$ cat config.mk
export PLATFORM = sky130hd
export DESIGN_NAME = mpfd_queue
export DESIGN_NICKNAME = d
export VERILOG_FILES = /design/src/design/mpfd_pkg.sv /design/src/design/mpfd_queue.sv
export SDC_FILE = /design/constraint.sdc
export NUM_CORES = 1
export LEC_CHECK = 0
export BUFFER_PORTS_ARGS = -buffer_cell sky130_fd_sc_hd__clkbuf_2
export CORE_MARGIN = 2
export CORE_UTILIZATION = 55
export CTS_CLUSTER_SIZE = 12
export DETAILED_ROUTE_END_ITERATION = 10
export PLACE_DENSITY = 0.84
export SLEW_MARGIN = 10
export SYNTH_ARGS = -nofsm -noshare
export SYNTH_HDL_FRONTEND = slang
export SYNTH_SLANG_ARGS = --single-unit
$ cat constraint.sdc
create_clock -name clk -period 2.6 [get_ports clk]
set_input_delay 0.13 -clock clk [delete_from_list [all_inputs] [get_ports clk]]
set_output_delay 0.13 -clock clk [all_outputs]
set_load 0.05 [all_outputs]
$ cat src/design/mpfd_pkg.sv
// Shared types and constants of the page-mode framebuffer draw engine.
// No dependencies; every other file of the block but mpfd_ifs.sv imports this package.
package mpfd_pkg;

	localparam int DEF_SCREEN_WIDTH = 128;
	localparam int DEF_SCREEN_PAGES = 8;
	localparam int PAGE_ROWS        = 8;
	localparam int QUEUE_DEPTH      = 4;
	localparam logic [7:0] FULL_BYTE = 8'hFF;

	localparam logic [3:0] MODE_PIX_WR   = 4'd0;
	localparam logic [3:0] MODE_PIX_RD   = 4'd1;
	localparam logic [3:0] MODE_HLINE    = 4'd2;
	localparam logic [3:0] MODE_VLINE    = 4'd3;
	localparam logic [3:0] MODE_RECT_OUT = 4'd4;
	localparam logic [3:0] MODE_RECT_FIL = 4'd5;
	localparam logic [3:0] MODE_CLEAR    = 4'd6;
	localparam logic [3:0] MODE_FILL     = 4'd7;
	localparam logic [3:0] MODE_BYTE_RD  = 4'd8;

	typedef enum logic [1:0] {
		OP_RECT,
		OP_PIX_RD,
		OP_BYTE_RD,
		OP_SWEEP
	} op_kind_t;

	typedef struct packed {
		op_kind_t   kind;
		logic       ink;
		logic [7:0] x0;
		logic [7:0] x1;
		logic [7:0] y0;
		logic [7:0] y1;
		logic [9:0] baddr;
		logic       zero;
	} mpfd_op_t;

endpackage

$ cat src/design/mpfd_queue.sv
// Short operation queue between the command front end and the store back end.
// Depends on mpfd_pkg for the operation type.
module mpfd_queue #(
	parameter int DEPTH = mpfd_pkg::QUEUE_DEPTH
) (
	input  logic               clk,
	input  logic               arst_n,
	input  mpfd_pkg::mpfd_op_t push_op,
	input  logic               push_valid,
	output logic               push_ready,
	output mpfd_pkg::mpfd_op_t pop_op,
	output logic               pop_valid,
	input  logic               pop_ready
);
	import mpfd_pkg::*;

	localparam int PTR_W = (DEPTH > 1) ? $clog2(DEPTH) : 1;

	mpfd_op_t         slots_q [DEPTH];
	logic [PTR_W-1:0] wr_ptr_q;
	logic [PTR_W-1:0] rd_ptr_q;
	logic [PTR_W:0]   count_q;
	logic             do_push;
	logic             do_pop;

	assign push_ready = count_q != (PTR_W + 1)'(DEPTH);
	assign pop_valid  = count_q != '0;
	assign pop_op     = slots_q[rd_ptr_q];
	assign do_push    = push_valid && push_ready;
	assign do_pop     = pop_valid && pop_ready;

	always_ff @(posedge clk or negedge arst_n) begin
		if (!arst_n) begin
			wr_ptr_q <= '0;
			rd_ptr_q <= '0;
			count_q  <= '0;
		end else begin
			if (do_push) begin
				wr_ptr_q <= (wr_ptr_q == PTR_W'(DEPTH - 1)) ? '0 : wr_ptr_q + 1'b1;
			end
			if (do_pop) begin
				rd_ptr_q <= (rd_ptr_q == PTR_W'(DEPTH - 1)) ? '0 : rd_ptr_q + 1'b1;
			end
			if (do_push && !do_pop) begin
				count_q <= count_q + 1'b1;
			end else if (do_pop && !do_push) begin
				count_q <= count_q - 1'b1;
			end
		end
	end

	always_ff @(posedge clk) begin
		if (do_push) begin
			slots_q[wr_ptr_q] <= push_op;
		end
	end

endmodule

Word-level counts from Yosys, hierarchy flattened --
Memory sizes are Yosys's and may differ from the RTL's. Cells that the tools add are included. Widths: inputs -> output; s select.
Storage, ports and cells: flip-flop bits (word level) 7, memory bits (writable) 184, bits of input ports 50, output and inout port bits 48, memories 1
Memories:
- slots_q | words 4, width 46, rd ports 1, clocked after Yosys merged registers in 0, wr ports 1, line mpfd_queue.sv:19 | mpfd_op_t slots_q [DEPTH];
Cells by class: add/sub/neg operators 4, eq/ne operators 3, multiplexer cells 6, reduce and logical (&&, ||, !) cells 8
Operators by type and width (number):
- $mux 3 | 2
- $add 2x1->2 const B | 2
- $eq 2x2->1 const B | 2
- $logic_and 1x1->1 | 4
- $mux 2 | 2
- $add 3x1->3 const B | 1
- $ne 3x3->1 const B | 1
- $reduce_bool 3->1 | 1
- $sub 3x1->3 const B | 1
- $logic_not 1->1 | 2
- $mux 1 | 2
- $reduce_bool 2->1 | 1

Logic depth before layout (Yosys ltp) --
word-level depth 6, gate-level depth with buffers 8

Least setup slack after synthesis --
Ideal clock, no wire load.
path type register -> register, start register count_q[0], end memory slots_q[3][0] (netlist bit), enable pin, setup time 408 ps, data arrival time 1962 ps, data required time 2192 ps, path slack 230 ps, cell stages (with the launch flop) 4, buffers on the path 0, period minus slack after synthesis 2370 ps, path through dfrtp_1 nor2_1 a21boi_1 and2_1
Between the ends: word-level cells in the longest chain between the ends 4
RTL lines:
- from (decl) | line mpfd_queue.sv:22 | logic [PTR_W:0] count_q;
- from (signal assigned) | line mpfd_queue.sv:45 | count_q <= count_q + 1'b1;
- from (signal assigned) | line mpfd_queue.sv:47 | count_q <= count_q - 1'b1;
- $ne 3x3->1 | line mpfd_queue.sv:26 | assign push_ready = count_q != (PTR_W + 1)'(DEPTH);
- $logic_and 1x1->1 | line mpfd_queue.sv:29 | assign do_push = push_valid && push_ready;
- via do_push | line mpfd_queue.sv:23 | logic do_push;
- $mux 1 | line mpfd_queue.sv:53 | if (do_push) begin
- $mux 1 (not written as such) | line mpfd_queue.sv:54 | slots_q[wr_ptr_q] <= push_op;
- to (decl) | line mpfd_queue.sv:19
The timed path passes the listed nets, and every way through them passes these cells.

==> out/results.ini <==
[grt]
grt_max_degree = 47
grt_use_total_pct = 19.3
grt_first_pass_wirelength_um = 18700
gr-total-overflow = 0
antenna_found_initial = 0
grt_pass1_vias = 3540

[setup_path]
crit_required_ns = 2.47
reg2regPathDepth = 8
crit_fanout = 20
path_cells = buf_4, mux4_2, clkbuf_2
cp.depth = 3
cpPeakStageDelay_ns = 0.68
slowest_stage = dfrtp_4
path_class = reg2out
cp-end-kind = primary output
crit_family = flip-flops
critical_path.startpoint_type = flop
crit_arrival_ns = 2.28
path_buf_inv = 2

[clock_tree]
clk_latency_ns = 0.42
cts_root_buf = clkbuf_16
clk_path_buf_depth = 2
clkSlewWorstSetupHoldPaths_ns = 0.06
cts_setup_buffers = 0
cts_max_level = 4
clock-sinks = 191
ctsResizeCount = 0
cts_hold_buf = 47
cts_inserted_buffers = 17
cts_tree = built

[floorplanning]
dieArea_mm2 = 0.0138
rows = 41
start_util_pct = 56.2
ios = 98
die_y_um = 117
core_mm2 = 0.0126
die_w_um = 117

[logic_synthesis]
syn_avg_cell_area_um2 = 25.5
ys_seq_elements = 191
netlist_area_mm2 = 0.00706
syn_inst = 277
ys_warn_count = 0
synthesis.nets = 334
synth.distinct_cells = 18
synth.yosys.seq_area_share_pct = 80.8

[route]
drt-initial-drc-count = 241
drt_wl_total_um = 12100
route.detailed.drc = 0
routedWlPerCell_um = 19.6
via_per_inst = 5.32
ant_nets = 0
via_count = 3295
drt_pass1_iterations = 7

[pwr]
vdd_drop_max_v = 0.000759
leakage_nw = 3.12
power_frac_clock_pct = 22.3
p_seq_share_pct = 39.4
p_per_area_mw_per_mm2 = 1260
cellInternalPower_w = 0.00694
combPwrFrac_pct = 38.3
switching_share_pct = 37.6
total_power_w = 0.0111
switching_power_w = 0.00418

[placed_design]
port_buffers = 97
dp_hpwl_um = 7010
gp_congestion = 0.677
postPlaceCellArea_mm2 = 0.00783
dp_slack_ns = 0.435

[sta]
fin_worst_skew_ns = 0.00640
period_minus_slack_ns = 2.41
hold_viol_final = 0
rsz0062_at_grt = false
setup_viol = 0
fin_crit_sh_pct = 92.7
setup_tns_ns = 0
hold_slack_ns = 0.0817
slew_viol_final = 0
fmax_ghz = 0.415
setup_slack_ns = 0.189
tightest_slew_ns = 0.545
relSlewSlack_pct = 63.7

[finish]
postLayoutCellArea_mm2 = 0.00885
layout.nets = 494
syn_to_final_growth_pct = 25.4
diodes = 0
drive_gt1_share_pct = 41.6

[status]
status = complete, no violations

[worst_hold_path]
hp-class = in2async

[run]
cap_viol_max_count = 0

## synth_stat cells
cell | instances | area [µm²]
edfxtp_1 | 184 | 5530
mux4_2 | 46 | 1040
dfrtp_1 | 7 | 175
ha_1 | 6 | 75.1
mux2_2 | 5 | 56.3
and2_1 | 4 | 25.0
buf_2 | 4 | 20.0
nor2_1 | 4 | 15.0
buf_6 | 3 | 33.8
inv_1 | 3 | 11.3
buf_4 | 2 | 15.0
nand2_1 | 2 | 7.51
xor2_1 | 2 | 17.5
a21boi_1 | 1 | 7.51
clkbuf_1 | 1 | 3.75
fa_1 | 1 | 20.0
or3_1 | 1 | 6.26
xnor2_1 | 1 | 8.76
## layout by cell type (no fill, tap or decap), types with 5 or more instances in the layout
| master | instances |
|---|---|
| buf_12 | 6 |
| clkbuf_16 | 17 |
| clkbuf_2 | 97 |
| clkinv_2 | 5 |
| dfrtp_1 | 5 |
| dlygate4sd3_1 | 47 |
| edfxtp_1 | 184 |
| ha_1 | 6 |
| mux2_2 | 5 |
| mux4_2 | 46 |
## final timing paths
check                                 start           to  slack (ns)
worst max-delay path            rd_ptr_q[0]    pop_op[0]        0.19
worst min-delay path                 arst_n   count_q[0]        0.08
worst max register to register   count_q[0]   count_q[2]        0.43
worst min register to register   count_q[2]   count_q[2]        0.52
max in group asynchronous            arst_n  rd_ptr_q[0]        2.33
min in group clk                  pop_ready  rd_ptr_q[1]        0.11
## registers in the layout, indices dropped and copies added, names as in the netlist
| name | cells |
|---|---|
| wr_ptr_q | 2 |
| rd_ptr_q | 2 |
| count_q | 3 |
| slots_q | 184 |
## per-layer routing
layer | part of all wire (%) | vias up | global-route usage (%) | wire length, µm
met1 | 43 | 1714 | 25.0 | 5210
met4 | 0.85 | 0 | 6.12 | 103
li1 | - | 1491 | - | -
met5 | 0 | - | 0 | 0
met3 | 4.4 | 7 | 6.18 | 529
met2 | 52 | 83 | 31.6 | 6270
## cells by family after synthesis
group / after synthesis / share of synthesized area (%)
flops: 191 / 80.8
mux: 51 / 15.5
buf+inv: 13 / 1.19
simple gates: 11 / 0.762
fa+ha+maj: 7 / 1.35
xor+xnor: 3 / 0.372
compound gates: 1 / 0.106
## per-stage QoR
| step | std cells | utilization, % |
|---|---|---|
| 6_report | 619 | 70.4 |
| 3_5_place_dp | 543 | 62.3 |
| 5_1_grt | 619 | 70.4 |
| 4_1_cts | 619 | 70.4 |
| 2_1_floorplan | 277 | - |
| 3_3_place_gp | 543 | 62.3 |
## power groups by stage
stage | registers [W] | logic (W) | clock network [W]
after floorplan | 0.00427 | 0.00344 | 0
after global placement | 0.00441 | 0.00423 | 0
after detailed placement | 0.00446 | 0.00427 | 0
after CTS | 0.00440 | 0.00434 | 0.00253
after global routing | 0.00446 | 0.00453 | 0.00265
final | 0.00439 | 0.00426 | 0.00248
## layout make-up
cell class / count / area [µm²]
clock inverters: 10 / 123
inverters: 3 / 11.3
flip-flops and latches: 191 / 5710
fillers: 774 / 3720
well taps: 172 / 215
repair buffers: 151 / 1080
multi-input cells: 73 / 1280
clock buffers: 19 / 433
No activity file was read; power rests on OpenSTA's default activity.
