File: src/design/mpfd_pkg.sv
// Shared types and constants of the page-mode framebuffer draw engine.
// No dependencies; every other file of the block but mpfd_ifs.sv imports this package.
package mpfd_pkg;

	localparam int DEF_SCREEN_WIDTH = 128;
	localparam int DEF_SCREEN_PAGES = 8;
	localparam int PAGE_ROWS        = 8;
	localparam int QUEUE_DEPTH      = 4;
	localparam logic [7:0] FULL_BYTE = 8'hFF;

	localparam logic [3:0] MODE_PIX_WR   = 4'd0;
	localparam logic [3:0] MODE_PIX_RD   = 4'd1;
	localparam logic [3:0] MODE_HLINE    = 4'd2;
	localparam logic [3:0] MODE_VLINE    = 4'd3;
	localparam logic [3:0] MODE_RECT_OUT = 4'd4;
	localparam logic [3:0] MODE_RECT_FIL = 4'd5;
	localparam logic [3:0] MODE_CLEAR    = 4'd6;
	localparam logic [3:0] MODE_FILL     = 4'd7;
	localparam logic [3:0] MODE_BYTE_RD  = 4'd8;

	typedef enum logic [1:0] {
		OP_RECT,
		OP_PIX_RD,
		OP_BYTE_RD,
		OP_SWEEP
	} op_kind_t;

	typedef struct packed {
		op_kind_t   kind;
		logic       ink;
		logic [7:0] x0;
		logic [7:0] x1;
		logic [7:0] y0;
		logic [7:0] y1;
		logic [9:0] baddr;
		logic       zero;
	} mpfd_op_t;

endpackage

File: src/design/mpfd_ifs.sv
// Valid/ready channel interfaces for draw commands and read results.
// Depends on nothing; payload widths are fixed by the command format.
interface mpfd_cmd_if;
	logic       valid;
	logic       ready;
	logic [3:0] mode;
	logic [7:0] pos_x;
	logic [7:0] pos_y;
	logic [7:0] span_w;
	logic [7:0] span_h;
	logic       ink;
	logic [9:0] byte_addr;

	modport source (output valid, mode, pos_x, pos_y, span_w, span_h, ink, byte_addr,
		input ready);
	modport sink (input valid, mode, pos_x, pos_y, span_w, span_h, ink, byte_addr,
		output ready);
endinterface


File: src/design/mpfd_front.sv
// Command front end: accepts an item, clips it and splits it into store operations.
// Depends on mpfd_pkg and mpfd_cmd_if.
module mpfd_front #(
	parameter int SCREEN_WIDTH = mpfd_pkg::DEF_SCREEN_WIDTH,
	parameter int SCREEN_PAGES = mpfd_pkg::DEF_SCREEN_PAGES
) (
	input  logic             clk,
	input  logic             arst_n,
	mpfd_cmd_if.sink         cmd,
	input  logic             clearing,
	output mpfd_pkg::mpfd_op_t op,
	output logic             op_valid,
	input  logic             op_ready
);
	import mpfd_pkg::*;

	localparam int SCREEN_HEIGHT = SCREEN_PAGES * PAGE_ROWS;
	localparam int STORE_BYTES   = SCREEN_WIDTH * SCREEN_PAGES;

	logic       hold_valid_q;
	logic [1:0] sub_q;
	logic [3:0] mode_q;
	logic [7:0] x_q;
	logic [7:0] y_q;
	logic [7:0] w_q;
	logic [7:0] h_q;
	logic       ink_q;
	logic [9:0] baddr_q;

	logic [7:0] sel_x;
	logic [7:0] sel_y;
	logic [7:0] sel_w;
	logic [7:0] sel_h;
	logic [8:0] x_end;
	logic [8:0] y_end;
	logic       on_x;
	logic       on_y;
	logic       clip_ok;
	logic       is_draw;
	logic       need;
	logic       last;
	logic       advance;

	always_comb begin
		sel_x   = x_q;
		sel_y   = y_q;
		sel_w   = 8'd1;
		sel_h   = 8'd1;
		is_draw = 1'b0;
		need    = 1'b0;
		op.kind = OP_RECT;
		op.ink  = ink_q;
		unique case (mode_q)
			MODE_PIX_WR: begin
				is_draw = 1'b1;
			end
			MODE_PIX_RD: begin
				op.kind = OP_PIX_RD;
				need    = 1'b1;
			end
			MODE_HLINE: begin
				is_draw = 1'b1;
				sel_w   = w_q;
			end
			MODE_VLINE: begin
				is_draw = 1'b1;
				sel_h   = h_q;
			end
			MODE_RECT_OUT: begin
				is_draw = 1'b1;
				unique case (sub_q)
					2'd0: sel_w = w_q;
					2'd1: begin
						sel_w = w_q;
						sel_y = y_q + h_q - 8'd1;
					end
					2'd2: sel_h = h_q;
					default: begin
						sel_h = h_q;
						sel_x = x_q + w_q - 8'd1;
					end
				endcase
			end
			MODE_RECT_FIL: begin
				is_draw = 1'b1;
				sel_w   = w_q;
				sel_h   = h_q;
			end
			MODE_CLEAR: begin
				op.kind = OP_SWEEP;
				op.ink  = 1'b0;
				need    = 1'b1;
			end
			MODE_FILL: begin
				op.kind = OP_SWEEP;
				op.ink  = 1'b1;
				need    = 1'b1;
			end
			MODE_BYTE_RD: begin
				op.kind = OP_BYTE_RD;
				need    = 1'b1;
			end
			default: begin
				need = 1'b0;
			end
		endcase

		on_x    = {1'b0, sel_x} < 9'(SCREEN_WIDTH);
		on_y    = {1'b0, sel_y} < 9'(SCREEN_HEIGHT);
		x_end   = {1'b0, sel_x} + {1'b0, sel_w} - 9'd1;
		y_end   = {1'b0, sel_y} + {1'b0, sel_h} - 9'd1;
		clip_ok = on_x && on_y && (sel_w != 8'd0) && (sel_h != 8'd0);

		op.x0    = sel_x;
		op.y0    = sel_y;
		op.x1    = (x_end > 9'(SCREEN_WIDTH - 1)) ? 8'(SCREEN_WIDTH - 1) : x_end[7:0];
		op.y1    = (y_end > 9'(SCREEN_HEIGHT - 1)) ? 8'(SCREEN_HEIGHT - 1) : y_end[7:0];
		op.baddr = baddr_q;
		op.zero  = (mode_q == MODE_BYTE_RD) ? (32'(baddr_q) >= 32'(STORE_BYTES))
			: !(on_x && on_y);

		op_valid = hold_valid_q && (is_draw ? clip_ok : need);
		last     = (mode_q != MODE_RECT_OUT) || (sub_q == 2'd3);
		advance  = hold_valid_q && (!op_valid || op_ready);
	end

	assign cmd.ready = !hold_valid_q && !clearing;

	always_ff @(posedge clk or negedge arst_n) begin
		if (!arst_n) begin
			hold_valid_q <= 1'b0;
			sub_q        <= 2'd0;
		end else if (cmd.valid && cmd.ready) begin
			hold_valid_q <= 1'b1;
			sub_q        <= 2'd0;
		end else if (advance) begin
			if (last) begin
				hold_valid_q <= 1'b0;
				sub_q        <= 2'd0;
			end else begin
				sub_q <= sub_q + 2'd1;
			end
		end
	end

	always_ff @(posedge clk) begin
		if (cmd.valid && cmd.ready) begin
			mode_q  <= cmd.mode;
			x_q     <= cmd.pos_x;
			y_q     <= cmd.pos_y;
			w_q     <= cmd.span_w;
			h_q     <= cmd.span_h;
			ink_q   <= cmd.ink;
			baddr_q <= cmd.byte_addr;
		end
	end

endmodule

File: src/flat_wrapper.sv
// flat-port wrapper written by rule: the top's interface ports become plain ports
module mpfd_front_flat import mpfd_pkg::*;
#(
	parameter int SCREEN_WIDTH = mpfd_pkg::DEF_SCREEN_WIDTH,
	parameter int SCREEN_PAGES = mpfd_pkg::DEF_SCREEN_PAGES
)
  (clk, arst_n, clearing, op, op_valid, op_ready, cmd_valid, cmd_mode, cmd_pos_x, cmd_pos_y, cmd_span_w, cmd_span_h, cmd_ink, cmd_byte_addr, cmd_ready);
  mpfd_cmd_if cmd_i ();
  input  logic clk;
  input  logic arst_n;
  input  logic clearing;
  output mpfd_pkg::mpfd_op_t op;
  output logic op_valid;
  input  logic op_ready;
  input wire logic [$bits(cmd_i.valid)-1:0] cmd_valid;
  input wire logic [$bits(cmd_i.mode)-1:0] cmd_mode;
  input wire logic [$bits(cmd_i.pos_x)-1:0] cmd_pos_x;
  input wire logic [$bits(cmd_i.pos_y)-1:0] cmd_pos_y;
  input wire logic [$bits(cmd_i.span_w)-1:0] cmd_span_w;
  input wire logic [$bits(cmd_i.span_h)-1:0] cmd_span_h;
  input wire logic [$bits(cmd_i.ink)-1:0] cmd_ink;
  input wire logic [$bits(cmd_i.byte_addr)-1:0] cmd_byte_addr;
  output wire logic [$bits(cmd_i.ready)-1:0] cmd_ready;
  assign cmd_i.valid = cmd_valid;
  assign cmd_i.mode = cmd_mode;
  assign cmd_i.pos_x = cmd_pos_x;
  assign cmd_i.pos_y = cmd_pos_y;
  assign cmd_i.span_w = cmd_span_w;
  assign cmd_i.span_h = cmd_span_h;
  assign cmd_i.ink = cmd_ink;
  assign cmd_i.byte_addr = cmd_byte_addr;
  assign cmd_ready = cmd_i.ready;
  mpfd_front #(.SCREEN_WIDTH(SCREEN_WIDTH), .SCREEN_PAGES(SCREEN_PAGES)) u_core (.clk(clk), .arst_n(arst_n), .cmd(cmd_i), .clearing(clearing), .op(op), .op_valid(op_valid), .op_ready(op_ready));
endmodule
File: config.mk
export PLATFORM = sky130hd
export DESIGN_NAME = mpfd_front_flat
export DESIGN_NICKNAME = d
export VERILOG_FILES = /design/src/design/mpfd_pkg.sv /design/src/design/mpfd_ifs.sv /design/src/design/mpfd_front.sv /design/src/flat_wrapper.sv
export SDC_FILE = /design/constraint.sdc
export NUM_CORES = 1
export LEC_CHECK = 0
export ABC_CLOCK_PERIOD_IN_PS = 4240
export BUFFER_PORTS_ARGS = -buffer_cell sky130_fd_sc_hd__buf_4
export CAP_MARGIN = 40
export CORE_ASPECT_RATIO = 0.6
export CORE_MARGIN = 5
export CORE_UTILIZATION = 30
export CTS_BUF_LIST = sky130_fd_sc_hd__clkbuf_8
export CTS_CLUSTER_SIZE = 10
export DETAILED_ROUTE_END_ITERATION = 8
export HOLD_SLACK_MARGIN = 0.05
export PLACE_DENSITY = 0.54
export SLEW_MARGIN = 20
export SYNTH_ARGS = -nofsm -noshare
export SYNTH_HDL_FRONTEND = slang
export SYNTH_SLANG_ARGS = --single-unit
File: constraint.sdc
create_clock -name clk -period 4.24 [get_ports clk]
set_input_delay 0.424 -clock clk [delete_from_list [all_inputs] [get_ports clk]]
set_output_delay 0.424 -clock clk [all_outputs]
set_load 0.01 [all_outputs]
# ---- Word-level counts from Yosys, hierarchy flattened
# Cells that the tools add are included.
dict set report classes {
  addsub 9
  n_mul 0
  div_mod_pow 0
  magnitude_cmp 4
  n_eq_ne 12
  shifts 0
  muxes 22
  n_bitwise 0
  n_reduce_logical 27
}
# op n
set ops {}
lappend ops {{$mux W8} 8}
lappend ops {{$pmux W8 S2} 2}
lappend ops {{$add A8 B8 Y9} 2}
lappend ops {{$sub A9 B1 Y9 const B} 2}
lappend ops {{$add A8 B8 Y8} 2}
lappend ops {{$eq A4 B3 Y1 const B} 4}
lappend ops {{$reduce_bool A8 Y1} 2}
lappend ops {{$sub A8 B1 Y8 const B} 2}
lappend ops {{$gt A9 B6 Y1 const B} 1}
lappend ops {{$gt A9 B7 Y1 const B} 1}
lappend ops {{$eq A4 B2 Y1 const B} 2}
lappend ops {{$lt A8 B7 Y1 const B} 1}
lappend ops {{$lt A8 B8 Y1 const B} 1}
lappend ops {{$reduce_or A2 Y1} 4}
lappend ops {{$logic_and A1 B1 Y1} 7}
lappend ops {{$mux W1} 7}
lappend ops {{$mux W2} 3}
lappend ops {{$pmux W2 S3} 1}
lappend ops {{$reduce_or A5 Y1} 1}
lappend ops {{$eq A2 B2 Y1 const B} 2}
lappend ops {{$eq A4 B1 Y1 const B} 1}
lappend ops {{$eq A4 B4 Y1 const B} 1}
lappend ops {{$logic_not A1 Y1} 4}
lappend ops {{$logic_not A4 Y1} 1}
lappend ops {{other kinds (10)} 12}
dict set report totals {
  reg_bits 50
  latchBits 0
  ramBits 0
  romBits 0
  inputBits 52
  elab_cells 83
  mem_count 0
}

# ---- Depth between registers and ports, before layout
dict set report depth {
  word_depth 15
  depth_mapped 21
  depth_no_buf 21
}

# ---- Worst setup path after synthesis
# No wires, ideal clock.
dict set report synth_timing {
  path_type {reg-to-output}
  startpoint {register u_core.h_q[1]}
  endpoint {output op[14] (netlist name)}
  arrival_ps 3889
  required_time_ps 3816
  setup_slack_ps -73
  path_stages_with_launch 18
  n_path_buf 0
  cell_sequence {edfxtp_1 > inv_1 > ha_1 > inv_1 > ha_1 > inv_1 > fa_1 > o21ai_0 > inv_1 > ha_1 > fa_1 > nor2b_1 > o21ai_1 > a21boi_0 > o21ai_1 > a32o_1 > nor3_1 > o21ai_0}
}
# item line_no
set synth_rtl {}
lappend synth_rtl {{from (decl)} mpfd_front.sv:26} ;# logic [7:0] h_q;
lappend synth_rtl {{from (signal assigned)} mpfd_front.sv:152} ;# h_q <= cmd.span_h;
lappend synth_rtl {{to (decl)} flat_wrapper.sv:12} ;# output mpfd_pkg::mpfd_op_t op;

==> summary.md <==
| Metric | Value |
|---|---|
| Share of cells above drive strength 1 | `42.12%` |
| Clk_skew | `0.01068 ns` |
| Synth top cells by count | `inv_1 (109), ha_1 (59), edfxtp_1 (47), nand2_1 (31), nor2_1 (18)` |
| Final-report hold violation count | `0` |
| Fin crit share | `102.8%` |
| Clock network power share | `21.1%` |
| Clock tree buffer depth | `2` |
| Seq cells post-synth | `50` |
| Largest area contributor in the netlist | `edfxtp_1` |
| Clock period minus worst slack | `4.357 ns` |
| Clk_lat worst skew | `0.32 ns` |
| LEAKAGE | `2.750 nW` |
| Inst Count DP | `707` |
| Final Routed Wirelength | `10.84 mm` |
| Yosys warns | `0` |
| Largest net degree at the start of global routing | `34` |
| Core Region | `13,010 sq um` |
| Top-area cell type share of the netlist area | `34.99%` |
| Cells after Synth | `425` |
| DR DRC count | `0` |
| Rows | `32` |
| Vias in the first global route | `approximately 3,300` |
| Worst path most repeated cell | `inv_2` |
| Total Routing Usage GR | `between 10% and 20%` |
| P_sw | `0.0004321 W` |
| # nets final | `680` |
| Initial DRC Count | `roughly 130` |
| Drt wl/cell | `roughly 15 um` |
| Cell breakdown of the critical path | `inv_1 -> ha_1 -> inv_1 -> ha_2 -> inv_2 -> fa_2 -> nor2b_4 -> o21a_1 -> nor2_1 -> xnor2_1 -> mux2_4 -> inv_2 -> ha_4 -> inv_2 -> ha_4 -> a21boi_4 -> o21ai_2 -> a32o_2 -> nor3_2 -> buf_4 -> nand2b_1 -> buf_6` |
| First-pass GRT wire length | `16.84 mm` |
| Worst hold path type | `in -> reg` |
| Worst slew pin tran | `0.7070 ns` |
| Setup Viol. Count Final | `13` |
| Number of synthesized flops with an enable pin | `between 40 and 50` |
| Crit start category | `register` |
| Reg power frac | `42.4%` |
| Synth unique cells | `around 60` |
| Max cap viols | `0` |
| Crit path buf inv count | `7` |
| Hpwl dp | `8.596 mm` |
| Max FO, Critical Path | `6` |
| Power per cell area | `235.7 nW/um^2` |
| Final ANT Viol Nets | `0` |
| Inserted Diodes | `0` |
| Crit-path slowest cell | `edfxtp_1` |
| GRT overflow | `0` |
| Vias per cell | `between 4 and 5` |
| Max VDD drop | `138.6 uV` |
| RD Place Congestion | `0.7854` |
| Comb pwr share | `36.5%` |
| Post-Synthesis Cell Area | `4034 sq um` |
| Sequential area share after synthesis | `36.85%` |
| Die area | `15,940 sq um` |
| Mean post-synth cell area | `approximately 9.5 sq um` |
| CP max stage delay | `just over 0.4 ns` |
| Failing checks | `setup timing` |
| RSZ-0062 raised after global routing | `true` |
| Async set-reset flop share out of synthesis | `6.000%` |
| Critical Path AT | `slightly below 4 ns` |
| Initial antenna violation count | `0` |
| Switching share of power | `between 30% and 40%` |
| Count of input and output buffers | `96` |
| Top cells by area, synth | `edfxtp_1 (35%), ha_1 (18%), inv_1 (10%)` |
| Initial Utilization | `between 30% and 40%` |
| Worst path top cell family by delay | `adder cells` |
| Pwr Total | `approximately 0.0014 W` |
| Finished Layout Cells | `between 700 and 800` |
| Die Ht | `99.82 um` |
| Clk sink count | `50` |
| Status | `finished with violations` |
| Slew Limit Fails | `0` |
| Vias | `~3,300` |
| Max H-tree Level | `2` |
| Worst EP required | `3.82 ns` |
| R2R setup slack | `1.28 ns` |
| Die W | `159.7 um` |
| Reg clk slew, reported paths | `0.10 ns` |
| Setup Crit Path Kind | `reg -> out` |
| Fmax | `229.5 MHz` |
| Worst setup margin | `-0.1170 ns` |
| Synth Flop Type | `edfxtp_1` |
| Slew margin rel. | `52.58%` |
| I/O pins | `100` |
| First-pass DRT Iterations | `4` |
| Num CTS Buffers | `5` |
| Pre-CTS setup slack | `-0.2191 ns` |
| Internal power | `0.0009378 W` |
| Top-count cell post-synth | `inv_1` |
| Root Buffer | `clkbuf_8` |
| Synthesis-to-finish area growth | `44.04%` |
| CTS tree | `built` |
| CP Capture Type | `output port` |
[layer usage]
layer | vias to the layer above | global-route usage [%] | wire [um]
li1 | 1699 | - | -
met1 | 1563 | 19.27 | 5577
met2 | 70 | 19.99 | 4601
met3 | 2 | 3.898 | 611
met4 | 0 | 2.133 | 44
met5 | - | 0 | 0
[final cells by class]
| class | instances | area [sq um] |
|---|---|---|
| Fill cell | 1251 | 7202 |
| Multi-Input combinational cell | 260 | 2541 |
| Sequential cell | 50 | 1486 |
| Timing Repair Buffer | 139 | 1077 |
| Inverter | 109 | 409.1 |
| Tap cell | 170 | 212.7 |
| Clock buffer | 5 | 68.82 |
| Clock inverter | 2 | 15.01 |
[path summary, 6_finish.rpt]
path | startpoint | endpoint | depth (start not counted)
worst max-delay path | u_core.y_q[1]$_DFFE_PP_ | op[12] | 22
worst min-delay path | cmd_span_h[6] | u_core.h_q[6]$_DFFE_PP_ | 1
worst max register to register | u_core.y_q[1]$_DFFE_PP_ | u_core.sub_q[1]$_DFFE_PN0P_ | 14
worst min register to register | u_core.sub_q[0]$_DFFE_PN0P_ | u_core.sub_q[0]$_DFFE_PN0P_ | 1
max in group asynchronous | arst_n | u_core.sub_q[1]$_DFFE_PN0P_ | 2
min in group asynchronous | arst_n | u_core.hold_valid_q$_DFFE_PN0P_ | 2
[power by group through the flow]
stage | clock network (W) | registers (W) | logic (W)
2_1_floorplan | 0 | 0.000591 | 0.000234
3_3_place_gp | 0 | 0.000592 | 0.000377
3_5_place_dp | 0 | 0.000592 | 0.000388
4_1_cts | 0.000301 | 0.000581 | 0.000466
5_1_grt | 0.000320 | 0.000584 | 0.000550
6_report | 0.000289 | 0.000581 | 0.000500
[placed cells by master, fill, tap and decap left out, drive strengths merged, types with 4 or more instances in the layout]
cell	Yosys	layout
nand4	4	4
buf	6	138
edfxtp	47	47
mux2	6	6
nand3	9	9
nor2b	6	6
nand2b	5	5
o21ai	15	15
a21o	15	15
nand2	32	32
ha	59	59
xnor2	8	8
or3	4	4
inv	109	109
nor3	6	6
clkbuf	2	5
a21oi	16	16
a21boi	5	5
fa	4	4
xor2	6	6
nor2	18	18
[worst reg2reg max path: stages, from the launching register on]
cell,delay [ns]
edfxtp_1,0.41
inv_1,0.07
ha_1,0.21
inv_1,0.06
ha_2,0.17
inv_2,0.04
fa_2,0.39
nor2b_4,0.15
o2111ai_2,0.14
a21oi_2,0.22
o21bai_4,0.09
xnor2_2,0.13
buf_4,0.16
or3_1,0.37
a32o_1,0.25
[logic make-up after synthesis]
kind of cell | count (synthesis) | share of synthesized area [%]
XOR/XNOR | 14 | 3.226
adder cells (fa/ha/maj) | 63 | 20.29
AND/OR/NAND/NOR | 101 | 13.71
other | 1 | 0.09296
buffers and inverters | 117 | 11.57
AO/OA/AOI/OAI | 72 | 12.35
multiplexers | 7 | 1.923
flip-flops | 50 | 36.85
[registers in the layout, indices dropped and copies added (netlist names)]
register             count
u_core.x_q               8
u_core.baddr_q          10
u_core.ink_q             1
u_core.y_q               8
u_core.h_q               8
u_core.mode_q            4
u_core.w_q               8
u_core.hold_valid_q      1
u_core.sub_q             2
[stage by stage]
step / utilization (%) / instance area [sq um] / setup TNS (ns) / hold slack (ns)
after floorplan: - / 4041 / 0 / 0.1284
after global placement: 39.00 / 5075 / -0.6057 / 0.2150
final: 44.65 / 5811 / -1.025 / 0.2760
after global routing: 44.65 / 5811 / -4.177 / 0.2579
after detailed placement: 39.15 / 5095 / -1.952 / 0.2150
after CTS: 43.11 / 5609 / -1.720 / 0.2675
[timing repair]
action / in CTS / in global routing
setup buffers: 14 / 8
resized for setup: 74 / 29
pin swaps: 40 / 19
hold endpoints to repair: 3 / 0
setup endpoints to repair: 13 / 13
hold buffers: 1 / 0
Note: power is estimated with default switching activity, not from simulation.
